[config.mk]
export PLATFORM = sky130hd
export DESIGN_NAME = bmp_pixel_to_rgb565_writer_top
export DESIGN_NICKNAME = d
export VERILOG_FILES = /design/src/sv/bpr_pkg.sv /design/src/sv/bpr_front.sv /design/src/sv/bpr_queue.sv /design/src/sv/bpr_back.sv /design/src/sv/bmp_pixel_to_rgb565_writer_top.sv
export SDC_FILE = /design/constraint.sdc
export NUM_CORES = 1
export LEC_CHECK = 0
export BUFFER_PORTS_ARGS = -buffer_cell sky130_fd_sc_hd__buf_2
export CAP_MARGIN = 15
export CORE_MARGIN = 2
export CORE_UTILIZATION = 58
export CTS_CLUSTER_DIAMETER = 30
export DETAILED_ROUTE_END_ITERATION = 10
export PLACE_DENSITY_LB_ADDON = 0.1
export SLEW_MARGIN = 20
export SYNTH_ARGS = -nofsm -noshare
export SYNTH_HDL_FRONTEND = slang
export SYNTH_SLANG_ARGS = --single-unit
[constraint.sdc]
create_clock -name clk -period 4.8 [get_ports clk]
set_clock_uncertainty 0.2 [all_clocks]
set_input_delay 0.72 -clock clk [delete_from_list [all_inputs] [get_ports clk]]
set_output_delay 0.72 -clock clk [all_outputs]
set_load 0.01 [all_outputs]
[src/sv/bpr_pkg.sv]
`default_nettype none

package bpr_pkg;

  // Register indexes on the configuration port.
  localparam logic [2:0] REG_IMAGE_WIDTH    = 3'd0;
  localparam logic [2:0] REG_IMAGE_HEIGHT   = 3'd1;
  localparam logic [2:0] REG_BITS_PER_PIXEL = 3'd2;
  localparam logic [2:0] REG_START_X        = 3'd3;
  localparam logic [2:0] REG_START_Y        = 3'd4;

  localparam int unsigned SCREEN_WIDTH_DEFAULT = 1024;

  localparam logic [11:0] DIM_MAX          = 12'd2048;
  localparam logic [11:0] RST_IMAGE_WIDTH  = 12'd1;
  localparam logic [11:0] RST_IMAGE_HEIGHT = 12'd1;
  localparam logic [7:0]  RST_BITS_PER_PIX = 8'd24;

  localparam logic [7:0] BPP_16 = 8'd16;
  localparam logic [7:0] BPP_24 = 8'd24;
  localparam logic [7:0] BPP_32 = 8'd32;

  localparam logic [15:0] MASK_BLUE  = 16'h001f;
  localparam logic [15:0] MASK_GREEN = 16'h07e0;
  localparam logic [15:0] MASK_RED   = 16'hf800;

  localparam int unsigned QUEUE_DEPTH = 4;
  localparam int unsigned QUEUE_AW    = $clog2(QUEUE_DEPTH);

  // Configuration as the datapath sees it, sizes already clamped.
  typedef struct packed {
    logic [11:0] eff_width;
    logic [11:0] eff_height;
    logic [7:0]  bits_per_pixel;
    logic [10:0] start_x;
    logic [10:0] start_y;
  } cfg_t;

  // One assembled pixel waiting for its address to be worked out.
  typedef struct packed {
    logic [10:0] row;
    logic [10:0] col;
    logic [15:0] color;
    logic        done;
  } pixel_t;

  function automatic logic [11:0] effective_dim(input logic [11:0] v);
    logic [11:0] r;
    r = v;
    if (v == 12'd0) r = 12'd1;
    else if (v > DIM_MAX) r = DIM_MAX;
    return r;
  endfunction

  function automatic logic [15:0] pack565(input logic [7:0] b, input logic [7:0] g,
                                          input logic [7:0] r);
    logic [15:0] bw, gw, rw;
    bw = {8'd0, b} >> 3;
    gw = {8'd0, g} << 3;
    rw = {8'd0, r} << 8;
    return (bw & MASK_BLUE) | (gw & MASK_GREEN) | (rw & MASK_RED);
  endfunction

endpackage

`default_nettype wire

[src/sv/bpr_front.sv]
`default_nettype none

module bpr_front import bpr_pkg::*; (
  input  wire logic       clk,
  input  wire logic       rst,
  input  wire cfg_t       cfg,
  input  wire logic       in_valid,
  input  wire logic [7:0] data_byte,
  output logic            out_valid,
  output pixel_t          out_item
);

  logic [1:0]  byte_phase;
  logic [7:0]  saved_byte_a;
  logic [7:0]  saved_byte_b;
  logic [7:0]  saved_byte_c;
  logic [10:0] column_count;
  logic [10:0] row_count;
  logic [1:0]  padding_left;

  logic [2:0]  bytes;
  logic        supported;
  logic        last_byte;
  logic        col_last;
  logic        row_last;
  logic [1:0]  pad;
  logic [15:0] color;

  always_comb begin
    supported = 1'b1;
    case (cfg.bits_per_pixel)
      BPP_16:  bytes = 3'd2;
      BPP_24:  bytes = 3'd3;
      BPP_32:  bytes = 3'd4;
      default: begin
        bytes     = 3'd4;
        supported = 1'b0;
      end
    endcase
    last_byte = {1'b0, byte_phase} >= (bytes - 3'd1);
    col_last  = ({1'b0, column_count} + 12'd1) >= cfg.eff_width;
    row_last  = ({1'b0, row_count} + 12'd1) >= cfg.eff_height;
    // Row length in bytes modulo four only needs the low bits of each factor.
    pad       = 2'(cfg.eff_width[1:0] * bytes[1:0]);
    case (bytes)
      3'd2:    color = {data_byte, saved_byte_a};
      3'd3:    color = pack565(saved_byte_a, saved_byte_b, data_byte);
      default: color = pack565(saved_byte_a, saved_byte_b, saved_byte_c);
    endcase
  end

  always_ff @(posedge clk) begin
    if (rst) begin
      byte_phase   <= 2'd0;
      saved_byte_a <= 8'd0;
      saved_byte_b <= 8'd0;
      saved_byte_c <= 8'd0;
      column_count <= 11'd0;
      row_count    <= 11'd0;
      padding_left <= 2'd0;
    end else if (in_valid) begin
      if (padding_left != 2'd0) begin
        padding_left <= padding_left - 2'd1;
      end else if (supported) begin
        if (!last_byte) begin
          case (byte_phase)
            2'd0:    saved_byte_a <= data_byte;
            2'd1:    saved_byte_b <= data_byte;
            default: saved_byte_c <= data_byte;
          endcase
          byte_phase <= byte_phase + 2'd1;
        end else begin
          byte_phase <= 2'd0;
          if (col_last) begin
            column_count <= 11'd0;
            if (row_last) begin
              row_count    <= 11'd0;
              padding_left <= 2'd0;
            end else begin
              row_count    <= row_count + 11'd1;
              padding_left <= 2'd0 - pad;
            end
          end else begin
            column_count <= column_count + 11'd1;
          end
        end
      end
    end
  end

  assign out_valid      = in_valid && (padding_left == 2'd0) && supported && last_byte;
  assign out_item.row   = row_count;
  assign out_item.col   = column_count;
  assign out_item.color = color;
  assign out_item.done  = col_last && row_last;

endmodule

`default_nettype wire

[src/sv/bpr_queue.sv]
`default_nettype none

module bpr_queue import bpr_pkg::*; (
  input  wire logic   clk,
  input  wire logic   rst,
  input  wire logic   push,
  input  wire pixel_t push_item,
  output logic        full,
  input  wire logic   pop,
  output logic        empty,
  output pixel_t      head
);

  localparam logic [QUEUE_AW:0] DEPTH_CNT = (QUEUE_AW + 1)'(QUEUE_DEPTH);
  localparam logic [QUEUE_AW-1:0] LAST_PTR = QUEUE_AW'(QUEUE_DEPTH - 1);

  pixel_t              slots [QUEUE_DEPTH];
  logic [QUEUE_AW-1:0] wr_ptr;
  logic [QUEUE_AW-1:0] rd_ptr;
  logic [QUEUE_AW:0]   count;
  logic                wr;
  logic                rd;

  assign full  = (count == DEPTH_CNT);
  assign empty = (count == '0);
  assign wr    = push && !full;
  assign rd    = pop && !empty;
  assign head  = slots[rd_ptr];

  always_ff @(posedge clk) begin
    if (wr) slots[wr_ptr] <= push_item;
  end

  always_ff @(posedge clk) begin
    if (rst) begin
      wr_ptr <= '0;
      rd_ptr <= '0;
      count  <= '0;
    end else begin
      if (wr) wr_ptr <= (wr_ptr == LAST_PTR) ? '0 : wr_ptr + 1'b1;
      if (rd) rd_ptr <= (rd_ptr == LAST_PTR) ? '0 : rd_ptr + 1'b1;
      if (wr && !rd)      count <= count + 1'b1;
      else if (rd && !wr) count <= count - 1'b1;
    end
  end

  a_count_bound: assert property (@(posedge clk) disable iff (rst) count <= DEPTH_CNT)
    else $error("queue count beyond depth");
  a_count_up: assert property (@(posedge clk) disable iff (rst)
    (wr && !rd) |=> count == $past(count) + 1'b1)
    else $error("queue count did not rise on write");
  a_count_down: assert property (@(posedge clk) disable iff (rst)
    (rd && !wr) |=> count == $past(count) - 1'b1)
    else $error("queue count did not fall on read");

endmodule

`default_nettype wire

[src/sv/bpr_back.sv]
`default_nettype none

module bpr_back import bpr_pkg::*; #(
  parameter int unsigned SCREEN_WIDTH = SCREEN_WIDTH_DEFAULT
) (
  input  wire logic   clk,
  input  wire logic   rst,
  input  wire cfg_t   cfg,
  input  wire logic   in_valid,
  input  wire pixel_t in_item,
  output logic        in_ready,
  output logic        out_valid,
  input  wire logic   out_ready,
  output logic [21:0] out_index,
  output logic [15:0] out_color,
  output logic        out_done
);

  localparam logic [21:0] SW = 22'(SCREEN_WIDTH);

  logic        s1_valid;
  logic [21:0] s1_prod;
  logic [10:0] s1_col;
  logic [15:0] s1_color;
  logic        s1_done;

  logic [21:0] line;
  logic        s2_free;
  logic        s1_move;
  logic        s1_load;

  assign line     = 22'(cfg.eff_height) - 22'd1 - 22'(in_item.row) + 22'(cfg.start_y);
  assign s2_free  = !out_valid || out_ready;
  assign s1_move  = s1_valid && s2_free;
  assign in_ready = !s1_valid || s2_free;
  assign s1_load  = in_valid && in_ready;

  always_ff @(posedge clk) begin
    if (s1_load) begin
      s1_prod  <= 22'(line * SW);
      s1_col   <= in_item.col;
      s1_color <= in_item.color;
      s1_done  <= in_item.done;
    end
    if (s1_move) begin
      out_index <= s1_prod + 22'(cfg.start_x) + 22'(s1_col);
      out_color <= s1_color;
      out_done  <= s1_done;
    end
  end

  always_ff @(posedge clk) begin
    if (rst) begin
      s1_valid  <= 1'b0;
      out_valid <= 1'b0;
    end else begin
      if (s1_load)      s1_valid <= 1'b1;
      else if (s1_move) s1_valid <= 1'b0;
      if (s1_move)        out_valid <= 1'b1;
      else if (out_ready) out_valid <= 1'b0;
    end
  end

endmodule

`default_nettype wire

[src/sv/bmp_pixel_to_rgb565_writer_top.sv]
// BMP pixel array to RGB565 framebuffer writer.
//
// Input side: one byte of the pixel array per item, padding bytes included,
// presented on data_byte with push; an item is taken at a clock edge where
// push is high and full is low. Bytes can be taken on every cycle while full stays low.
// Result side: each completed pixel is an item carrying pixel_index,
// pixel_color and frame_done; it is valid while empty is low and leaves on
// a clock edge where pop is high. Padding bytes, the leading bytes of a
// pixel and bytes of an unsupported depth give no item.
// Path: the item of the byte that completes a pixel is written into the queue,
// then passes the two back-end stages (index multiply, then the column add)
// before it shows on the result ports.
// Throughput: one byte per cycle while full stays low and pop keeps up, so up to
// one pixel for every two bytes at 16-bit depth.
// If pop stays low, the result register holds, the back end fills, the
// four-entry queue between the byte front end and the back end fills, and
// full then rises until results are taken again.
// Synchronous reset empties everything and returns the registers to width 1,
// height 1, 24 bits per pixel and start position 0,0.
// Configuration writes are meant for quiet periods and take effect at once.

`default_nettype none

module bmp_pixel_to_rgb565_writer_top import bpr_pkg::*; #(
  parameter int unsigned SCREEN_WIDTH = SCREEN_WIDTH_DEFAULT
) (
  input  wire logic        clk,
  input  wire logic        rst,
  input  wire logic        cfg_we,
  input  wire logic [2:0]  cfg_index,
  input  wire logic [11:0] cfg_data,
  input  wire logic        push,
  output logic             full,
  input  wire logic [7:0]  data_byte,
  output logic             empty,
  input  wire logic        pop,
  output logic [21:0]      pixel_index,
  output logic [15:0]      pixel_color,
  output logic             frame_done
);

  logic [11:0] image_width;
  logic [11:0] image_height;
  logic [7:0]  bits_per_pixel;
  logic [10:0] start_x;
  logic [10:0] start_y;

  cfg_t   cfg;
  logic   front_valid;
  pixel_t front_item;
  logic   q_empty;
  pixel_t q_head;
  logic   back_ready;
  logic   res_valid;

  // Register file; writes to indexes outside the list are dropped.
  always_ff @(posedge clk) begin
    if (rst) begin
      image_width    <= RST_IMAGE_WIDTH;
      image_height   <= RST_IMAGE_HEIGHT;
      bits_per_pixel <= RST_BITS_PER_PIX;
      start_x        <= 11'd0;
      start_y        <= 11'd0;
    end else if (cfg_we) begin
      case (cfg_index)
        REG_IMAGE_WIDTH:    image_width    <= cfg_data;
        REG_IMAGE_HEIGHT:   image_height   <= cfg_data;
        REG_BITS_PER_PIXEL: bits_per_pixel <= cfg_data[7:0];
        REG_START_X:        start_x        <= cfg_data[10:0];
        REG_START_Y:        start_y        <= cfg_data[10:0];
        default: ;
      endcase
    end
  end

  // Sizes of zero act as one, and anything above 2048 acts as 2048.
  assign cfg.eff_width      = effective_dim(image_width);
  assign cfg.eff_height     = effective_dim(image_height);
  assign cfg.bits_per_pixel = bits_per_pixel;
  assign cfg.start_x        = start_x;
  assign cfg.start_y        = start_y;

  // The front end sees a byte only when the queue can take what it may make.
  bpr_front u_front (
    .clk       (clk),
    .rst       (rst),
    .cfg       (cfg),
    .in_valid  (push && !full),
    .data_byte (data_byte),
    .out_valid (front_valid),
    .out_item  (front_item)
  );

  bpr_queue u_queue (
    .clk       (clk),
    .rst       (rst),
    .push      (front_valid),
    .push_item (front_item),
    .full      (full),
    .pop       (back_ready),
    .empty     (q_empty),
    .head      (q_head)
  );

  bpr_back #(
    .SCREEN_WIDTH (SCREEN_WIDTH)
  ) u_back (
    .clk       (clk),
    .rst       (rst),
    .cfg       (cfg),
    .in_valid  (!q_empty),
    .in_item   (q_head),
    .in_ready  (back_ready),
    .out_valid (res_valid),
    .out_ready (pop),
    .out_index (pixel_index),
    .out_color (pixel_color),
    .out_done  (frame_done)
  );

  assign empty = !res_valid;

endmodule

`default_nettype wire
* Word level (Yosys, flattened, before mapping) *
Memories as Yosys holds them, arrays and structs flattened. A register that Yosys moved wholly into a read port is not among the register bits.
Index checks and enable logic that the tools add are counted.

storage, ports and cells
  memories = 1
  input bits = 28
  memory bits (writable) = 156
  output and inout port bits = 41
  logic and storage cells = 139
  flip-flop bits (word level) = 192

memory list
  memory         depth  bits a word  read ports  clocked after memory_dff  wr ports  RTL line         RTL
  u_queue.slots  4      39           1           1                         1         bpr_queue.sv:17  pixel_t slots [QUEUE_DEPTH];

cells by class
  multiply operators = 1
  add/sub/neg operators = 17
  reductions and logical operators = 45
  bitwise operators = 6
  eq/ne operators = 13
  muxes and demuxes = 27
  $lt $le $gt $ge = 5

operator list
  operator                                                count
  2-to-1 mux 12 bit                                       4
  adder 22 x 11 -> 22 bit                                 2
  bitwise OR 16 bit                                       2
  one-hot mux 16 bit (2 select lines)                     1
  adder 11 x 1 -> 12 bit (second input constant)          2
  >= comparator 12 bit                                    2
  greater-than comparator 12 bit (second input constant)  2
  logical NOT 12 bit                                      2
  adder 11 x 1 -> 11 bit (second input constant)          2
  2-to-1 mux 11 bit                                       2
  2-to-1 mux 2 bit                                        10
  AND reduction 5 bit                                     4
  equality test 8 x 5 -> 1 bit (second input constant)    2
  nonzero test 2 bit                                      7
  adder 12 x 11 -> 12 bit                                 1
  equality test 3 x 2 -> 1 bit (second input constant)    4
  subtractor 12 x 1 -> 12 bit (second input constant)     1
  subtractor 12 x 11 -> 12 bit                            1
  bitwise OR 5 x 11 -> 11 bit                             1
  logical AND 1 bit                                       10
  AND reduction 2 bit                                     5
  equality test 8 x 6 -> 1 bit (second input constant)    1
  AND reduction 4 bit                                     2
  2-to-1 mux 1 bit                                        7
  other kinds (21)                                        37

* Longest topological paths before layout *
Gate-level depths: netlist of run 1.

  depth in word-level cells = 11
  gate-level depth with buffers = 16
  depth with buffers taken out = 15

* By module *
A second synthesis of run 1 with hierarchy kept.

unflattened totals
  cells, all modules = 1,237
  area, all modules = 15,673.8 um^2

modules (own cells, without submodules)
  module                          seq. area each (um^2)  times used  cells each  area an instance (um^2)
  bpr_queue                       4,864.7                1           253         6,113.4
  bpr_back                        2,412.3                1           311         4,182.8
  bpr_front                       900.9                  1           404         3,215.6
  bmp_pixel_to_rgb565_writer_top  1,081.0                1           269         2,162.1

* Worst setup path after synthesis of run 1 *
Ideal clock, no wire load.

  kind = in2reg
  start = input pop
  end = register u_queue.count[2]
  data arrival time = 4.130 ns
  cell stages on the path = 9
  path slack = 0.399 ns
  data required time = 4.530 ns
  library setup time = 0.070 ns
  path buffers = 0
  cells stage by stage = nor2_1 a21oi_1 inv_1 ha_1 inv_1 fa_1 xor2_1 or3_1 a21oi_1

on the way
  cells in the longest elaborated chain, start to end = 6
  elaborated cells between the ends (all ways) = 8
  those cells by class = 1 x mux; 7 x reduce/logical

RTL lines
  element                                                 RTL line                              RTL
  start: declaration                                      bmp_pixel_to_rgb565_writer_top.sv:36  input wire logic pop,
  logical OR 1 bit (*)                                    bpr_back.sv:33                        assign s2_free = !out_valid || out_ready;
  logical OR 1 bit (*)                                    bpr_back.sv:35                        assign in_ready = !s1_valid || s2_free;
  logical AND 1 bit (*)                                   --
  net u_back.s1_load                                      bpr_back.sv:30                        logic s1_load;
  logical NOT 1 bit                                       bpr_queue.sv:42                       if (wr && !rd) count <= count + 1'b1;
  logical AND 1 bit                                       bpr_queue.sv:42
  2-to-1 mux 3 bit or nonzero test 2 bit (tied branches)  --
  end signal: assignment                                  bpr_queue.sv:42
  end signal: assignment                                  bpr_queue.sv:43                       else if (rd && !wr) count <= count - 1'b1;
  end: declaration                                        bpr_queue.sv:20                       logic [QUEUE_AW:0] count;

The timed path passes the listed nets; every way through them passes the cells marked *.
A chain may end at the register's enable or synchronous reset.

* Worst setup path in the final report of run 1 *
  start = register u_front.row_count[0]
  end = register u_front.row_count[3]

on the way
  cells in the longest elaborated chain, start to end = 3
  elaborated cells between the ends (all ways) = 4
  those cells by class = 2 x add/sub; 1 x order compare; 1 x mux

RTL lines
  element                   RTL line         RTL
  start: declaration        bpr_front.sv:18  logic [10:0] row_count;
  start signal: assignment  bpr_front.sv:80  row_count <= row_count + 11'd1;
  adder 11 x 1 -> 12 bit    bpr_front.sv:42  row_last = ({1'b0, row_count} + 12'd1) >= cfg.eff_height;
  >= comparator 12 bit      bpr_front.sv:42
  2-to-1 mux 11 bit (*)     bpr_front.sv:76  if (row_last) begin

Mark *: on every way between the ends. The rest lies on a longest branch, timed or not.

==> metrics.csv, run 1 <==
stage,metric,value,unit
floorplanning,core,25800,sq um
yosys,yosysTopAreaCellShare,46.7,%
worst_setup_path,reg2reg_slack,0.73,ns
drt,via_per_inst,5.73,
worst_setup_path,crit_top_cell,ha_1,
yosys,synth_top_family_by_area,simple AND/OR/NAND/NOR gates,
final_layout,fin_nets,1378,
clock_tree,cts_htree_levels,3,
worst_setup_path,required,5.05,ns
drt,drt-met1-wl,14100,um
clock_tree,cts_root_buffer,clkbuf_16,
sta,fin_crit,4.07,ns
sta,setup_violations,0,
clock_tree,hold_buffers,0,
global_routing,grt.overflow.total,0,
clock_tree,cts_tree,done,
sta,tightest_slew,0.791,ns
pwr,power_leakage,6.94,nW
yosys,synth_compound_area_share,6.94,%
worst_setup_path,cp_top_family,simple AND/OR/NAND/NOR gates,
clock_tree,numCtsBuffers,70,
floorplanning,pin_count,69,
pwr,total_power,0.0108,W
yosys,synth_enable_flop_cells,235,
final_layout,syn_to_final_growth,21.9,%
yosys,avgSynthCellArea,13.1,sq um
global_routing,antenna_found_initial,0,
worst_setup_path,path_max_fanout,10,
yosys,ys.flop_type,edfxtp_1,
floorplanning,die_area,27400,sq um
placement,port_buffers,68,
sta,fin_crit_sh,84.8,%
yosys,yosysWarnings,0,
yosys,synthAdderAreaFrac,7.53,%
yosys,syn_nets,1262,
global_routing,grt_max_degree,56,
sta,fin_hold_ws,0.215,ns
sta,slew_violations,0,
yosys,synth_area_leaders,"edfxtp_1, dfxtp_1, mux4_2",
drt,drtAntennaViolNets,0,
sta,max_slew_margin,47.2,%
worst_setup_path,critPathBufInv,0,
clock_tree,cts.repair.resized,0,
global_routing,grt.total_usage,24.7,%
final_layout,drive_gt1_share,21.8,%
drt,vias,9522,
pwr,cellPowerDensity,588,nW/um^2
worst_setup_path,critPathLaunchType,flip-flop,
placement,gp_congestion,0.847,
sta,finalSetupTns,0,ns
drt,route.met3.wl,2340,um
final_layout,fin_cells,1661,
worst_setup_path,crit_type,reg2reg,
clock_tree,insertion_delay,0.56,ns
floorplanning,die_x,165,um
worst_hold_path,hp-class,reg2reg,
placement,dp_cells,1531,
floorplanning,rows,59,
drt,drt_iter0_drc,757,
global_routing,grt_pass1_wl,50900,um
final_layout,antenna_cells,0,
floorplanning,die_y,165,um
pwr,ir_worst_vdd,0.535,mV
yosys,synthDistinctLibCells,74,
drt,drtPass1Iterations,5,
worst_setup_path,endpoint_kind,flip-flop,
yosys,yosysTopAreaCell,edfxtp_1,
drt,drc_errors,0,
sta,fmax,246,MHz
yosys,ys_seq_elements,345,
status,status,finished clean,
clock_tree,path_clk_slew,0.05,ns
global_routing,grt_pass1_vias,9444,
clock_tree,max-clock-path-buffers,3,
sta,rsz0062_at_grt,no,
clock_tree,clock_sinks,345,
worst_setup_path,arrival,4.32,ns
yosys,synthArstFlopShare,0,%
yosys,syn-instance-count,1152,
yosys,syn-cell-area,15100,sq um
drt,met2_length,15400,um
yosys,synthSimpleGateAreaFrac,10.8,%
worst_setup_path,crit_path_max_incr_delay,0.56,ns
yosys,post_synth_xor_area_fraction,2.72,%
drt,totalWireLength,32600,um
yosys,synth_mux_area_share,8.08,%
worst_setup_path,path_cells,ha_1 > nand3_2 > or4_4 > nor3_2 > xor2_1 > ha_1 > a21oi_1 > nand2_1 > a221o_1 > nor2_2 > nand3_4 > o41ai_2,
worst_setup_path,slowest_stage,or4_4,
final_layout,final_core_util,71.4,%
sta,finalHoldViolCount,0,
placement,dp_hpwl,20900,um
job,drv_cap,0,
yosys,ys_seq_area_share,61.2,%
drt,routedWlPerCell,19.6,um
drt,highest_layer,met4,
floorplanning,initial_core_util,58.5,%
clock_tree,cts_setup_buffers,0,
[synth_stat cells, types with 20 or more instances]
| cell | instances |
|---|---|
| edfxtp_1 | 235 |
| nand2_1 | 177 |
| dfxtp_1 | 110 |
| a21oi_1 | 82 |
| ha_1 | 67 |
| nor2_1 | 65 |
| inv_1 | 55 |
| mux4_2 | 39 |
| xnor2_1 | 33 |
| clkbuf_1 | 24 |
| mux2i_1 | 22 |
| nand3_1 | 20 |
[metrics by stage]
stage | cell area (sq um) | setup WS, ns
after floorplan | 15100 | 0.399
after global placement | 15900 | 0.870
after detailed placement | 15900 | 0.804
after CTS | 18400 | 0.760
after global routing | 18400 | 0.456
final | 18400 | 0.732
[cell families after synthesis]
family	count (synthesis)
DFF	345
buffers and inverters	93
adders and majority gates	82
xor gates and xnor gates	47
AOI/OAI and AO/OA	165
muxes	72
and+or+nand+nor	348
[final cells by class]
cell class / count / area, sq um
clock buffer: 76 / 1810
clock inverter: 54 / 772
fill: 1744 / 7400
inverter: 55 / 206
multi-input combinational: 714 / 5480
sequential: 345 / 9260
tap: 335 / 419
timing repair buffer: 82 / 498
[worst reg2reg max path: cells and delay by family (launching register included)]
family	cells	cell delay, ns
simple gates	6	1.63
compound gates	3	0.83
fa+ha+maj	2	0.60
flops	1	0.47
xor+xnor	1	0.24
[layer usage]
| layer | GRT usage [%] | vias to the layer above |
|---|---|---|
| met5 | 0 | - |
| met4 | 8.93 | 0 |
| met3 | 4.82 | 65 |
| met2 | 39.4 | 348 |
| met1 | 34.0 | 4616 |
| li1 | - | 4493 |
[sequential cells by signal (all words and copies together), names as in the netlist, 8 cells and up, named ones only]
signal / cells
bits_per_pixel: 8
image_height: 12
image_width: 12
start_x: 11
start_y: 11
u_back.out_color: 16
u_back.out_index: 22
u_back.s1_col: 11
u_back.s1_color: 16
u_back.s1_prod: 12
u_front.column_count: 11
u_front.row_count: 11
u_front.saved_byte_a: 8
u_queue.slots: 156
[layout by cell type (no fill, tap or decap), types with 15 or more instances in the layout]
cell type / Yosys / final
nand2_1: 177 / 177
buf_2: 3 / 67
edfxtp_1: 235 / 235
a21oi_1: 82 / 81
clkbuf_16: 0 / 71
nor3_1: 16 / 16
nor2_1: 65 / 65
fa_1: 15 / 15
o21ai_0: 15 / 15
nand3_1: 20 / 20
xnor2_1: 33 / 33
inv_1: 55 / 55
dfxtp_1: 110 / 109
mux2i_1: 22 / 22
mux4_2: 39 / 39
ha_1: 67 / 67
[final timing paths]
check / start / end / cells past startpoint
min reg2reg: u_back.s1_color[12]$_DFFE_PP_ / u_back.out_color[12]$_DFFE_PP_ / 0
max: u_front.row_count[0]$_SDFFE_PP0P_ / u_front.row_count[3]$_SDFFE_PP0P_ / 12
min: u_back.s1_color[12]$_DFFE_PP_ / u_back.out_color[12]$_DFFE_PP_ / 0
max reg2reg: u_front.row_count[0]$_SDFFE_PP0P_ / u_front.row_count[3]$_SDFFE_PP0P_ / 12
[where the power goes]
part / switching, W / total [W] / internal, W / leakage, nW
logic: 0.00101 / 0.00173 / 0.000721 / 2.72
clock network: 0.00165 / 0.00519 / 0.00353 / 1.23
registers: 0.000163 / 0.00392 / 0.00375 / 2.99
total: 0.00283 / 0.0108 / 0.00801 / 6.94
No activity file was read; power rests on OpenSTA's default activity.
==> inputs of run 2 (changes only) <==
- ABC_AREA: not set -> 1
- CORE_UTILIZATION: 58 -> 56
- clock period: 4.8 -> 3.5 ns (I/O delays scaled with it)
==> run 2 against run 1 <==
  * Cell area is 0.48% higher
  * Power is 41% higher
  * Non-clock buffer count is 15 higher
  * Die area is 4.5% higher
  * Clock power is 26% higher
  * Maximum frequency is 26% higher
  * Critical path depth is 1 higher
  * Synthesized area is 1.0% higher
  * Largest power group unchanged
  * Flip-flop and latch count stayed put
  * Clock-buffer cell count is 18 higher
  * Sequential share of layout area is 0.24 points lower
==> metrics.csv, run 2 <==
stage,metric,value,unit,change
sta,setup_violations,0,,unchanged
floorplanning,die_x,169,um,+2.2%
global_routing,grt_pass1_vias,10400,,+10%
final_layout,final_cell_mix,"edfxtp_1, nor2_1, o21ai_0",,
sta,max_slew_margin,43.7,%,-3.4 points
clock_tree,cts_htree_levels,3,,unchanged
clock_tree,clock_sinks,345,,unchanged
floorplanning,die_area,28600,sq um,+4.5%
global_routing,grt.total_usage,24.9,%,+0.21 points
yosys,yosysTopAreaCellShare,46.2,%,-0.48 points
placement,placed_area,16100,sq um,+1.7%
global_routing,antenna_found_initial,0,,unchanged
job,drv_cap,0,,unchanged
floorplanning,pin_count,69,,unchanged
worst_setup_path,crit_type,reg2reg,,
worst_setup_path,crit_path_start,image_height[5]$_SDFFE_PP0P_,,
pwr,power_leakage,7.37,nW,+6.2%
yosys,ys_seq_elements,345,,unchanged
clock_tree,insertion_delay,0.55,ns,about the same
yosys,syn-instance-count,1471,,+28%
yosys,synth_area_leaders,"edfxtp_1, dfxtp_1, o21ai_0",,
floorplanning,core,26900,sq um,+4.0%
yosys,synthArstFlopShare,0,%,unchanged
worst_setup_path,critPathLaunchType,flip-flop,,
clock_tree,max-clock-path-buffers,3,,unchanged
final_layout,antenna_cells,0,,unchanged
drt,via_per_inst,5.52,,-3.7%
floorplanning,rows,60,,+1.7%
yosys,syn_nets,1581,,+25%
yosys,synthTopCellsByCount,"edfxtp_1, nor2_1, o21ai_0, nand2_1, inv_1",,
sta,rsz0062_at_grt,no,,
drt,totalWireLength,35400,um,+8.6%
final_layout,reg.largest.list,"u_queue.slots x156, u_back.out_index x22",,
global_routing,grt.overflow.total,0,,unchanged
clock_tree,cts_root_buffer,clkbuf_16,,
worst_setup_path,cp-endpoint,u_back.s1_prod[18]$_DFFE_PP_,,
final_layout,final_common_cell,edfxtp_1,,
yosys,yosysWarnings,0,,unchanged
sta,fin_crit_sh,92.4,%,+7.6 points
yosys,avgSynthCellArea,10.4,sq um,-21%
clock_tree,cts.repair.resized,0,,unchanged
status,status,finished clean,,
pwr,ir_worst_vdd,0.446,mV,-17%
drt,drc_errors,0,,unchanged
drt,vias,10900,,+15%
worst_setup_path,reg2reg_slack,0.27,ns,-0.47 ns
yosys,synthDistinctLibCells,43,,-42%
worst_setup_path,path_max_fanout,5,,-5
worst_setup_path,endpoint_kind,flip-flop,,
yosys,synth_most_common_cell,edfxtp_1,,
pwr,cellPowerDensity,827,nW/um^2,+41%
final_layout,fin_nets,1696,,+23%
pwr,total_power,0.0153,W,+41%
worst_hold_path,hp-class,in2reg,,
final_layout,finalInstanceArea,18500,sq um,+0.48%
final_layout,largest_reg_flops,156,,unchanged
final_layout,top_register,u_queue.slots,,
worst_setup_path,reg2reg_to,u_back.s1_prod[18]$_DFFE_PP_,,
drt,drt_iter0_drc,807,,+6.6%
clock_tree,cts_setup_buffers,0,,unchanged
final_layout,drive_gt1_share,14.1,%,-7.7 points
worst_setup_path,rr_worst_depth,13,,+1
worst_setup_path,arrival,3.33,ns,-0.99 ns
drt,routedWlPerCell,17.9,um,-9.0%
sta,finalSetupTns,0,ns,unchanged
sta,slew_violations,0,,unchanged
sta,tightest_slew,0.842,ns,+0.0510 ns
placement,dp_hpwl,22600,um,+8.1%
placement,port_buffers,68,,unchanged
yosys,yosysTopAreaCell,edfxtp_1,,
sta,finalHoldViolCount,0,,unchanged
placement,gp_congestion,0.911,,+7.6%
final_layout,syn_to_final_growth,21.2,%,
yosys,synth_enable_flop_cells,235,,unchanged
global_routing,grt_max_degree,82,,+46%
floorplanning,die_y,169,um,+2.2%
yosys,syn-cell-area,15300,sq um,+1.0%
sta,fmax,309,MHz,+26%
drt,drtAntennaViolNets,0,,unchanged
yosys,ys.flop_type,edfxtp_1,,
yosys,ys_seq_area_share,60.6,%,-0.63 points
global_routing,grt_pass1_wl,54900,um,+7.8%
clock_tree,cts_tree,done,,
worst_setup_path,timing.rr.start,image_height[5]$_SDFFE_PP0P_,,
clock_tree,numCtsBuffers,70,,unchanged
worst_setup_path,required,3.59,ns,-1.46 ns
clock_tree,hold_buffers,0,,unchanged
drt,drtPass1Iterations,7,,+2
clock_tree,path_clk_slew,0.05,ns,about the same
final_layout,final_core_util,68.9,%,-2.4 points
sta,fin_crit,3.23,ns,-0.834 ns
floorplanning,initial_core_util,56.9,%,-1.7 points
[run 2: critical path, stage by stage (launching register included)]
cell and delay [ns]:
dfxtp_1 0.32, nor4_2 0.27, nand4_1 0.17, nand2_2 0.13
nand2_1 0.10, fa_1 0.49, inv_1 0.04, ha_1 0.34
a21oi_1 0.21, nand2_1 0.12, a21o_1 0.18, a21oi_2 0.15
o21ai_0 0.11, xor2_1 0.15
[run 2: cells by family (layout without fill, tap and decap cells)]
logic type	after synthesis	after routing	synth area share, %
adder cells (fa/ha/maj)	82	82	7.45
AND/OR/NAND/NOR	435	436	11.6
XOR/XNOR	45	45	2.58
flip-flops	345	345	60.6
buffers and inverters	209	379	5.32
AO/OA/AOI/OAI	355	355	12.4
[run 2: per-layer routing]
metal | wire length, um | vias to the layer above | GRT usage [%]
met1 | 15500 | 5239 | 33.4
met5 | 0 | - | 0
met4 | 834 | 0 | 8.73
met3 | 2340 | 72 | 5.71
li1 | - | 5327 | -
met2 | 16800 | 308 | 40.2
[run 2: layout make-up]
class                           count  area (sq um)
Multi-Input combinational cell    918          5270
Fill cell                        2031          8350
Inverter                          154           578
Clock buffer                       94          2000
Sequential cell                   345          9260
Tap cell                          341           427
Timing Repair Buffer               97           621
Clock inverter                     34           367
[run 2: per-stage QoR]
step | hold slack [ns] | setup slack [ns] | std cells
after global placement | 0.202 | 0.239 | 1854
after CTS | 0.0742 | 0.189 | 1982
after floorplan | 0.200 | -0.570 | 1471
after global routing | 0.113 | 0.00324 | 1983
final | 0.0917 | 0.266 | 1983
after detailed placement | 0.205 | 0.213 | 1854
[run 2: worst min path at each step]
stage	from	end	slack, ns	cells past startpoint
after global routing	data_byte[2]	u_front.saved_byte_b[2]$_SDFFE_PP0P_	0.11	3
after detailed placement	u_back.s1_color[15]$_DFFE_PP_	u_back.out_color[15]$_DFFE_PP_	0.20	0
final	data_byte[1]	u_front.saved_byte_a[1]$_SDFFE_PP0P_	0.09	3
after floorplan	u_back.s1_color[0]$_DFFE_PP_	u_back.out_color[0]$_DFFE_PP_	0.20	0
after CTS	data_byte[1]	u_front.saved_byte_a[1]$_SDFFE_PP0P_	0.07	3
after global placement	u_back.s1_color[8]$_DFFE_PP_	u_back.out_color[8]$_DFFE_PP_	0.20	0
[run 2: power breakdown]
| part | internal [W] | switching, W |
|---|---|---|
| logic | 0.00108 | 0.00220 |
| clock network | 0.00440 | 0.00213 |
| registers | 0.00527 | 0.000241 |
| total | 0.0107 | 0.00457 |
==> inputs of run 3 (changes only) <==
- BUFFER_PORTS_ARGS: -buffer_cell sky130_fd_sc_hd__buf_2 -> not set
- CORE_ASPECT_RATIO: not set -> 0.8
- CORE_UTILIZATION: 56 -> 57
- DONT_BUFFER_PORTS: not set -> 1
==> run 3 against run 2 <==
  * Combinational power fell by 9.1%
  * Non-clock buffer count decreased by 27
  * Die area decreased by 1.7%
  * Clock-buffer cell count down 29
  * Critical path depth grew 1
  * Global-route usage up 0.83 points
  * Critical path type unchanged
  * Largest power group unchanged
==> metrics.csv, run 3 (synthesis gave the netlist of run 2 again) <==
stage,metric,value,unit,change
clock_tree,numCtsBuffers,58,,-17%
worst_setup_path,reg2reg_slack,0.20,ns,-0.07 ns
sta,fin_crit,3.30,ns,+0.0704 ns
worst_hold_path,holdCritStartpoint,push,,
worst_setup_path,cp_top_family,simple AND/OR/NAND/NOR gates,,
placement,dp_cells,1808,,-2.5%
worst_setup_path,endpoint_kind,flip-flop,,
floorplanning,die_area,28100,sq um,-1.7%
drt,routedWlPerCell,18.2,um,+1.9%
worst_setup_path,path_cells,nor4_2 > nand4_1 > nand2_2 > buf_4 > nand2_1 > fa_1 > inv_1 > ha_1 > a21oi_1 > o21ai_0 > a21oi_1 > nor2_1 > nor2_1 > xnor2_1,,
pwr,total_power,0.0142,W,-7.1%
final_layout,largest_reg_flops,156,,unchanged
final_layout,fin_nets,1657,,-2.3%
drt,totalWireLength,35600,um,+0.47%
final_layout,finalInstanceArea,18300,sq um,-1.5%
final_layout,num-fill-cells,1916,,-5.7%
sta,timing.final.ws_setup,0.196,ns,-0.0704 ns
floorplanning,rows,53,,-12%
worst_setup_path,critPathBufInv,2,,+1
placement,placed_area,15900,sq um,-1.6%
worst_setup_path,reg2reg_to,u_back.s1_prod[19]$_DFFE_PP_,,
worst_setup_path,rr_worst_depth,14,,+1
final_layout,drive_gt1_share,11.0,%,-3.2 points
clock_tree,max-clock-path-buffers,3,,unchanged
worst_setup_path,required,3.62,ns,+0.03 ns
sta,finalHoldViolCount,0,,unchanged
global_routing,grt_pass1_vias,10300,,-1.3%
clock_tree,cts_tree,done,,
drt,drtAntennaViolNets,0,,unchanged
worst_setup_path,path_max_fanout,6,,+1
placement,gp_congestion,0.918,,+0.75%
sta,tightest_slew,1.06,ns,+0.221 ns
floorplanning,pin_count,69,,unchanged
drt,drt_iter0_drc,980,,+21%
global_routing,grt.total_usage,25.7,%,+0.83 points
clock_tree,path_clk_slew,0.05,ns,about the same
worst_setup_path,timing.rr.start,image_height[5]$_SDFFE_PP0P_,,
worst_setup_path,crit_type,reg2reg,,
sta,fin_crit_sh,94.4,%,+2.0 points
placement,port_buffers,0,,-100%
worst_setup_path,critPathLaunchType,flip-flop,,
sta,slew_violations,0,,unchanged
drt,drtPass1Iterations,6,,-1
placement,dp_hpwl,23700,um,+4.9%
worst_hold_path,min_to,u_front.padding_left[0]$_SDFFE_PP0P_,,
job,drv_cap,0,,unchanged
global_routing,grt_max_degree,57,,-30%
floorplanning,initial_core_util,58.0,%,+1.2 points
floorplanning,core,26300,sq um,-2.0%
drt,drc_errors,0,,unchanged
worst_hold_path,holdPathStages,3,,unchanged
sta,fmax,303,MHz,-2.1%
drt,vias,10900,,-0.48%
final_layout,final_common_cell,edfxtp_1,,
pwr,ir_worst_vdd,0.516,mV,+16%
worst_setup_path,slowest_stage,fa_1,,
final_layout,reg.largest.list,"u_queue.slots x156, u_back.out_index x22",,
worst_setup_path,arrival,3.42,ns,+0.09 ns
drt,via_per_inst,5.57,,+0.95%
status,status,finished clean,,
final_layout,final_core_util,69.3,%,+0.41 points
pwr,cellPowerDensity,780,nW/um^2,-5.7%
sta,setup_violations,0,,unchanged
clock_tree,cts_htree_levels,2,,-1
clock_tree,insertion_delay,0.58,ns,+0.03 ns
global_routing,antenna_found_initial,2,,+2
floorplanning,die_x,187,um,+11%
clock_tree,clock_sinks,345,,unchanged
worst_hold_path,hp-class,in2reg,,
pwr,power_leakage,7.13,nW,-3.2%
sta,max_slew_margin,28.7,%,-15 points
worst_setup_path,crit_path_max_incr_delay,0.49,ns,about the same
global_routing,grt_pass1_wl,55600,um,+1.4%
final_layout,top_register,u_queue.slots,,
global_routing,grt.overflow.total,0,,unchanged
final_layout,syn_to_final_growth,19.5,%,
final_layout,final_cell_mix,"edfxtp_1, nor2_1, o21ai_0",,
floorplanning,die_y,150,um,-11%
clock_tree,cts_root_buffer,clkbuf_16,,
final_layout,fin_cells,1955,,-1.4%
placement,pre_cts_ws,0.135,ns,-0.0788 ns
run 3: metrics by stage:
| step | hold WS, ns | TNS [ns] |
|---|---|---|
| detailed placement | 0.206 | 0 |
| finish | 0.0697 | 0 |
| global route | 0.0742 | -0.0284 |
| global placement | 0.201 | 0 |
| floorplan | 0.200 | -88.90 |
| CTS | 0.0540 | 0 |
run 3: power by group:
| part | switching (W) | total, W | internal, W |
|---|---|---|---|
| sequential | 0.000336 | 0.00562 | 0.00528 |
| combinational | 0.00202 | 0.00298 | 0.000957 |
| clock | 0.00203 | 0.00564 | 0.00361 |
| total | 0.00439 | 0.0142 | 0.00985 |
run 3: tightest hold or removal path, cell delays in order:
cell     delay, ns
o21ai_1       0.12
nand2_1       0.09
a21oi_1       0.06
run 3: per-layer routing:
layer  GRT usage [%]  vias up  share of wire [%]
met5           0.524        -                  0
met4            6.27        0                1.5
met3            6.18       53                9.0
met2            37.2      422                 42
met1            39.1     5167                 48
li1                -     5252                  -
run 3: worst max-delay path by stage:
stage	start	end	slack, ns	depth (start not counted)
final	image_height[5]$_SDFFE_PP0P_	u_back.s1_prod[19]$_DFFE_PP_	0.20	14
after global routing	u_front.column_count[7]$_SDFFE_PP0P_	u_front.column_count[9]$_SDFFE_PP0P_	-0.03	15
after CTS	image_height[5]$_SDFFE_PP0P_	u_back.s1_prod[19]$_DFFE_PP_	0.11	14
after detailed placement	image_height[5]$_SDFFE_PP0P_	u_back.s1_prod[18]$_DFFE_PP_	0.13	13
after global placement	image_height[5]$_SDFFE_PP0P_	u_back.s1_prod[19]$_DFFE_PP_	0.21	14
after floorplan	bits_per_pixel[1]$_SDFFE_PP0P_	u_queue.slots[0][0]$_DFFE_PP_	-0.57	13
run 3: what timing repair did:
item,4_1_cts,5_1_grt
endpoints found under the hold margin,89,0
hold buffers,27,0
buffers inserted,0,8
resized for setup,0,10
endpoints found under the setup margin,0,15
run 3: layout make-up:
class / count / area, sq um / area share, %
antenna: 2 / 5.00 / 0.0274
timing repair buffer: 70 / 678 / 3.72
clock buffer: 65 / 1520 / 8.32
multi-input combinational: 918 / 5300 / 29.0
inverter: 154 / 578 / 3.17
sequential: 345 / 9260 / 50.7
clock inverter: 44 / 469 / 2.57
tap: 357 / 447 / 2.45
